### config.mk
export PLATFORM = sky130hd
export DESIGN_NAME = gas_cell
export DESIGN_NICKNAME = d
export VERILOG_FILES = /design/src/rtl/gas_pkg.sv /design/src/rtl/gas_cell.sv
export SDC_FILE = /design/constraint.sdc
export NUM_CORES = 1
export LEC_CHECK = 0
export ABC_AREA = 1
export BUFFER_PORTS_ARGS = -buffer_cell sky130_fd_sc_hd__buf_2
export CAP_MARGIN = 20
export CORE_MARGIN = 2
export CORE_UTILIZATION = 45
export DETAILED_ROUTE_END_ITERATION = 10
export PLACE_DENSITY = 0.67
export SYNTH_ARGS = -nofsm -noshare
export SYNTH_HDL_FRONTEND = slang
export SYNTH_SLANG_ARGS = --single-unit
export TNS_END_PERCENT = 10
### constraint.sdc
create_clock -name clk -period 17.7 [get_ports clk]
set_input_delay 3.54 -clock clk [delete_from_list [all_inputs] [get_ports clk]]
set_output_delay 3.54 -clock clk [all_outputs]
set_load 0.02 [all_outputs]
### src/rtl/gas_pkg.sv
// shared types, register indexes and default sizes for the global alignment score block
package gas_pkg;

    localparam int MAX_REF_LEN_DEF = 256;
    localparam int SCORE_BITS_DEF  = 18;

    localparam int SYM_BITS  = 8;
    localparam int CFG_BITS  = 8;
    localparam int LEN_BITS  = 9;
    localparam int ROW_BITS  = 16;
    localparam int IDX_BITS  = 2;
    localparam int DATA_BITS = 9;

    localparam logic [IDX_BITS-1:0] CFG_GAP      = 2'd0;
    localparam logic [IDX_BITS-1:0] CFG_MATCH    = 2'd1;
    localparam logic [IDX_BITS-1:0] CFG_MISMATCH = 2'd2;
    localparam logic [IDX_BITS-1:0] CFG_REF_LEN  = 2'd3;

    localparam logic KIND_LOAD  = 1'b0;
    localparam logic KIND_QUERY = 1'b1;

    localparam logic signed [CFG_BITS-1:0] GAP_RESET      = -8'sd1;
    localparam logic signed [CFG_BITS-1:0] MATCH_RESET    = 8'sd1;
    localparam logic signed [CFG_BITS-1:0] MISMATCH_RESET = -8'sd1;
    localparam logic [LEN_BITS-1:0]        REF_LEN_RESET  = 9'd256;

    typedef struct packed {
        logic                valid;
        logic                new_aln;
        logic [SYM_BITS-1:0] sym;
    } wave_ctl_t;

endpackage

### src/rtl/gas_cell.sv
// one column cell: holds a reference symbol and the column's previous-row score
module gas_cell #(
    parameter int SCORE_BITS = gas_pkg::SCORE_BITS_DEF,
    parameter int LEN_W      = 9,
    parameter int COL        = 1
) (
    input  logic                                   clk,
    input  logic                                   rst_n,
    input  logic                                   ld_en,
    input  logic [gas_pkg::SYM_BITS-1:0]           ld_pos,
    input  logic [gas_pkg::SYM_BITS-1:0]           ld_sym,
    input  logic signed [gas_pkg::CFG_BITS-1:0]    gap,
    input  logic signed [gas_pkg::CFG_BITS-1:0]    mt,
    input  logic signed [gas_pkg::CFG_BITS-1:0]    mm,
    input  logic [LEN_W-1:0]                       len_eff,
    input  gas_pkg::wave_ctl_t                     wave_in,
    input  logic signed [SCORE_BITS-1:0]           left_in,
    input  logic signed [SCORE_BITS-1:0]           diag_in,
    input  logic signed [SCORE_BITS-1:0]           bnd_in,
    output gas_pkg::wave_ctl_t                     wave_out,
    output logic signed [SCORE_BITS-1:0]           left_out,
    output logic signed [SCORE_BITS-1:0]           diag_out,
    output logic signed [SCORE_BITS-1:0]           bnd_out
);

    localparam int POS = COL - 1;
    localparam logic [LEN_W-1:0] COL_IDX = LEN_W'(COL);
    localparam logic signed [SCORE_BITS-1:0] S_MAX = {1'b0, {(SCORE_BITS-1){1'b1}}};
    localparam logic signed [SCORE_BITS-1:0] S_MIN = {1'b1, {(SCORE_BITS-1){1'b0}}};

    function automatic logic signed [SCORE_BITS-1:0] sat_add(
        input logic signed [SCORE_BITS-1:0]        x,
        input logic signed [gas_pkg::CFG_BITS-1:0] y
    );
        logic signed [SCORE_BITS:0] s;
        s = {x[SCORE_BITS-1], x} + {{(SCORE_BITS-7){y[7]}}, y};
        if (s[SCORE_BITS] != s[SCORE_BITS-1])
            return s[SCORE_BITS] ? S_MIN : S_MAX;
        return s[SCORE_BITS-1:0];
    endfunction

    logic [gas_pkg::SYM_BITS-1:0]    sym_reg;
    logic signed [SCORE_BITS-1:0]    up_reg;
    gas_pkg::wave_ctl_t              wave_reg;
    logic signed [SCORE_BITS-1:0]    left_reg;
    logic signed [SCORE_BITS-1:0]    diag_reg;
    logic signed [SCORE_BITS-1:0]    bnd_reg;

    logic                            active;
    logic                            ld_hit;
    logic signed [SCORE_BITS-1:0]    bnd_j;
    logic signed [SCORE_BITS-1:0]    up_eff;
    logic signed [gas_pkg::CFG_BITS-1:0] sub;
    logic signed [SCORE_BITS-1:0]    cand_d;
    logic signed [SCORE_BITS-1:0]    cand_u;
    logic signed [SCORE_BITS-1:0]    cand_l;
    logic signed [SCORE_BITS-1:0]    best;

    always_comb
    begin
        active = (COL_IDX <= len_eff);
        ld_hit = ld_en && (POS < 256) && (ld_pos == gas_pkg::SYM_BITS'(POS));
        bnd_j  = sat_add(bnd_in, gap);
        up_eff = wave_in.new_aln ? bnd_j : up_reg;
        sub    = (sym_reg == wave_in.sym) ? mt : mm;
        cand_d = sat_add(diag_in, sub);
        cand_u = sat_add(up_eff, gap);
        cand_l = sat_add(left_in, gap);
        best   = cand_d;
        if (cand_u > best)
            best = cand_u;
        if (cand_l > best)
            best = cand_l;
    end

    always_ff @(posedge clk)
    begin
        if (ld_hit)
            sym_reg <= ld_sym;
        if (wave_in.valid)
        begin
            if (active)
                up_reg <= best;
            else if (wave_in.new_aln)
                up_reg <= bnd_j;
            left_reg <= active ? best : left_in;
            diag_reg <= up_eff;
            bnd_reg  <= bnd_j;
        end
    end

    always_ff @(posedge clk or negedge rst_n)
    begin
        if (!rst_n)
            wave_reg <= '0;
        else
            wave_reg <= wave_in;
    end

    assign wave_out = wave_reg;
    assign left_out = left_reg;
    assign diag_out = diag_reg;
    assign bnd_out  = bnd_reg;

endmodule

==> impl_metrics.json <==
{
  "dp_hpwl_mm": 22.5,
  "cts_tree": "yes",
  "maxSlewHeadroom": 0.363,
  "syn_avg_cell_area_um2": 7.13,
  "synth_cell_types": 45,
  "antenna_found_initial": 0,
  "root_buffer": "clkbuf_16",
  "crit_top_cell": "nand2_1",
  "htreeDepth": 3,
  "cts-resized-gates": 0,
  "clock_sinks": 90,
  "wl_per_cell_um": 14.9,
  "synthCells": 1388,
  "first_pass_iters": 5,
  "fin_crit_sh": 0.704,
  "rrSetupSlack_ns": 9.16,
  "die-area_um2": 23200,
  "post-synth-top-area-fraction": 0.243,
  "drive_above_1_share": 0.196,
  "clockBufferDepth": 2,
  "async_flop_share": 0.111,
  "die_h_um": 152,
  "maxCapViolCount": 0,
  "synth-main-ff-cell": "edfxtp_1",
  "gr-total-overflow": 0,
  "status": "complete, no violations",
  "fin_skew_ns": 0.0134,
  "hold_viol": 0,
  "cts_setup_buffers": 0,
  "wl_mm": 27.4,
  "setup_viol": 0,
  "place_congestion": 0.953,
  "vias": 9581,
  "grt_pass1_vias": 8914,
  "num_rows": 54,
  "yosysMostFrequentCell": "nand2_1",
  "start_kind": "input port",
  "setup.worst_path.class": "in -> reg",
  "vias_per_cell": 5.20,
  "end_kind": "flop",
  "cp.arrival_ns": 12.58,
  "synthesis.nets": 1620,
  "cp_slowest_cell": "buf_2",
  "synth_area_um2": 9900,
  "period_needed_ns": 12.46,
  "grt_max_degree": 74,
  "seq_area_frac_synth": 0.268,
  "tightest_slew_ns": 0.955,
  "ios": 180,
  "core_area_um2": 21700,
  "ant_nets": 0,
  "cts_hold_buf": 0,
  "yosys_warnings": 0,
  "grt_pass1_wl_mm": 43.7,
  "clock_latency_ns": 0.36,
  "nets": 1788,
  "drtIter0Drc": 739,
  "fin_tns_setup_ns": 0,
  "yosysTopAreaCell": "edfxtp_1",
  "cp_slowest_stage_delay_ns": 0.60,
  "hp-class": "reg -> reg",
  "cts_buffers": 9,
  "clkTransAtPathRegs_ns": 0.08,
  "initial_core_util": 0.456,
  "die_x_um": 152,
  "synth_edf_count": 80,
  "ys_ff_latch": 90,
  "fmax_mhz": 80.3,
  "drcViolationCount": 0,
  "area_delta_synth_final_pct": 14.2,
  "grt_usage": 0.231,
  "crit_required_ns": 17.82,
  "netlist_top_cells_count": "429 x nand2_1, 150 x nand3_1, 137 x inv_1",
  "final_max_slew_viol_count": 0,
  "rsz0062_at_grt": "false",
  "port_buffers": 179,
  "synth_area_leaders": "edfxtp_1 24%, nand2_1 16%, ha_1 14%",
  "path_max_fanout": 34,
  "diodes": 0
}
[metal layers]
layer | track usage | wire length, um | up-vias
li1 | - | - | 4970
met1 | 0.310 | 12500 | 4296
met2 | 0.391 | 12900 | 278
met3 | 0.0361 | 1560 | 37
met4 | 0.0601 | 524 | 0
met5 | 0 | 0 | -
[layout by cell type (no fill, tap or decap), types with 11 or more instances in the layout]
cell type and instances:
ha_1 112, nand2_1 429, inv_1 137, nor4_1 11
buf_2 179, nand2_2 36, edfxtp_1 80, nand3_1 150
nor2_1 79, xnor2_1 17, o21ai_0 38, xor2_1 20
or2_2 20, nand3_2 29, and2_1 40, a21oi_1 86
[cells by family after synthesis]
| family | share of synthesized area |
|---|---|
| compound gates | 0.0781 |
| xor+xnor | 0.0327 |
| fa+ha+maj | 0.150 |
| buf+inv | 0.0741 |
| flops | 0.268 |
| mux | 0.00797 |
| simple gates | 0.389 |
[path summary, 6_finish.rpt]
check | from | endpoint | cells after the start
min in group asynchronous | rst_n | wave_out[3]$_DFF_PN0_ | 1
max in group asynchronous | rst_n | wave_out[8]$_DFF_PN0_ | 1
setup / recovery | gap[7] | up_reg[0]$_DFFE_PP_ | 57
hold / removal | up_reg[5]$_DFFE_PP_ | up_reg[5]$_DFFE_PP_ | 3
setup reg to reg | sym_reg[6]$_DFFE_PP_ | up_reg[0]$_DFFE_PP_ | 44
hold reg to reg | up_reg[5]$_DFFE_PP_ | up_reg[5]$_DFFE_PP_ | 3
[per-stage QoR]
step / instance area (um^2) / hold slack [ns] / setup slack (ns) / util / instances
6_report: 11300 / 0.655 / 5.24 / 0.521 / 1841
5_1_grt: 11300 / 0.692 / 4.28 / 0.521 / 1841
4_1_cts: 11300 / 0.652 / 5.43 / 0.521 / 1841
3_5_place_dp: 11000 / 0.634 / 5.07 / 0.507 / 1825
3_3_place_gp: 11000 / 0.629 / 5.22 / 0.507 / 1825
2_1_floorplan: 9900 / 0.575 / 6.96 / - / 1388
[critical path: cells and delay by family]
family / cells / cell delay, ns
xor gates and xnor gates: 1 / 0.21
AOI/OAI and AO/OA: 6 / 1.01
adders and majority gates: 5 / 1.72
buffers and inverters: 11 / 2.00
and+or+nand+nor: 34 / 4.04
[area by class of cell]
cell class / instances / area (um^2)
fillers: 2156 / 10400
multi-input cells: 1128 / 6510
flip-flops and latches: 90 / 2650
repair buffers: 183 / 926
inverters: 144 / 546
well taps: 280 / 350
clock buffers: 9 / 225
clock inverters: 7 / 92.6
Power is left out: the tool's default activity adds up to more than one toggle a clock period on the data nets, which glitch-free logic cannot reach.
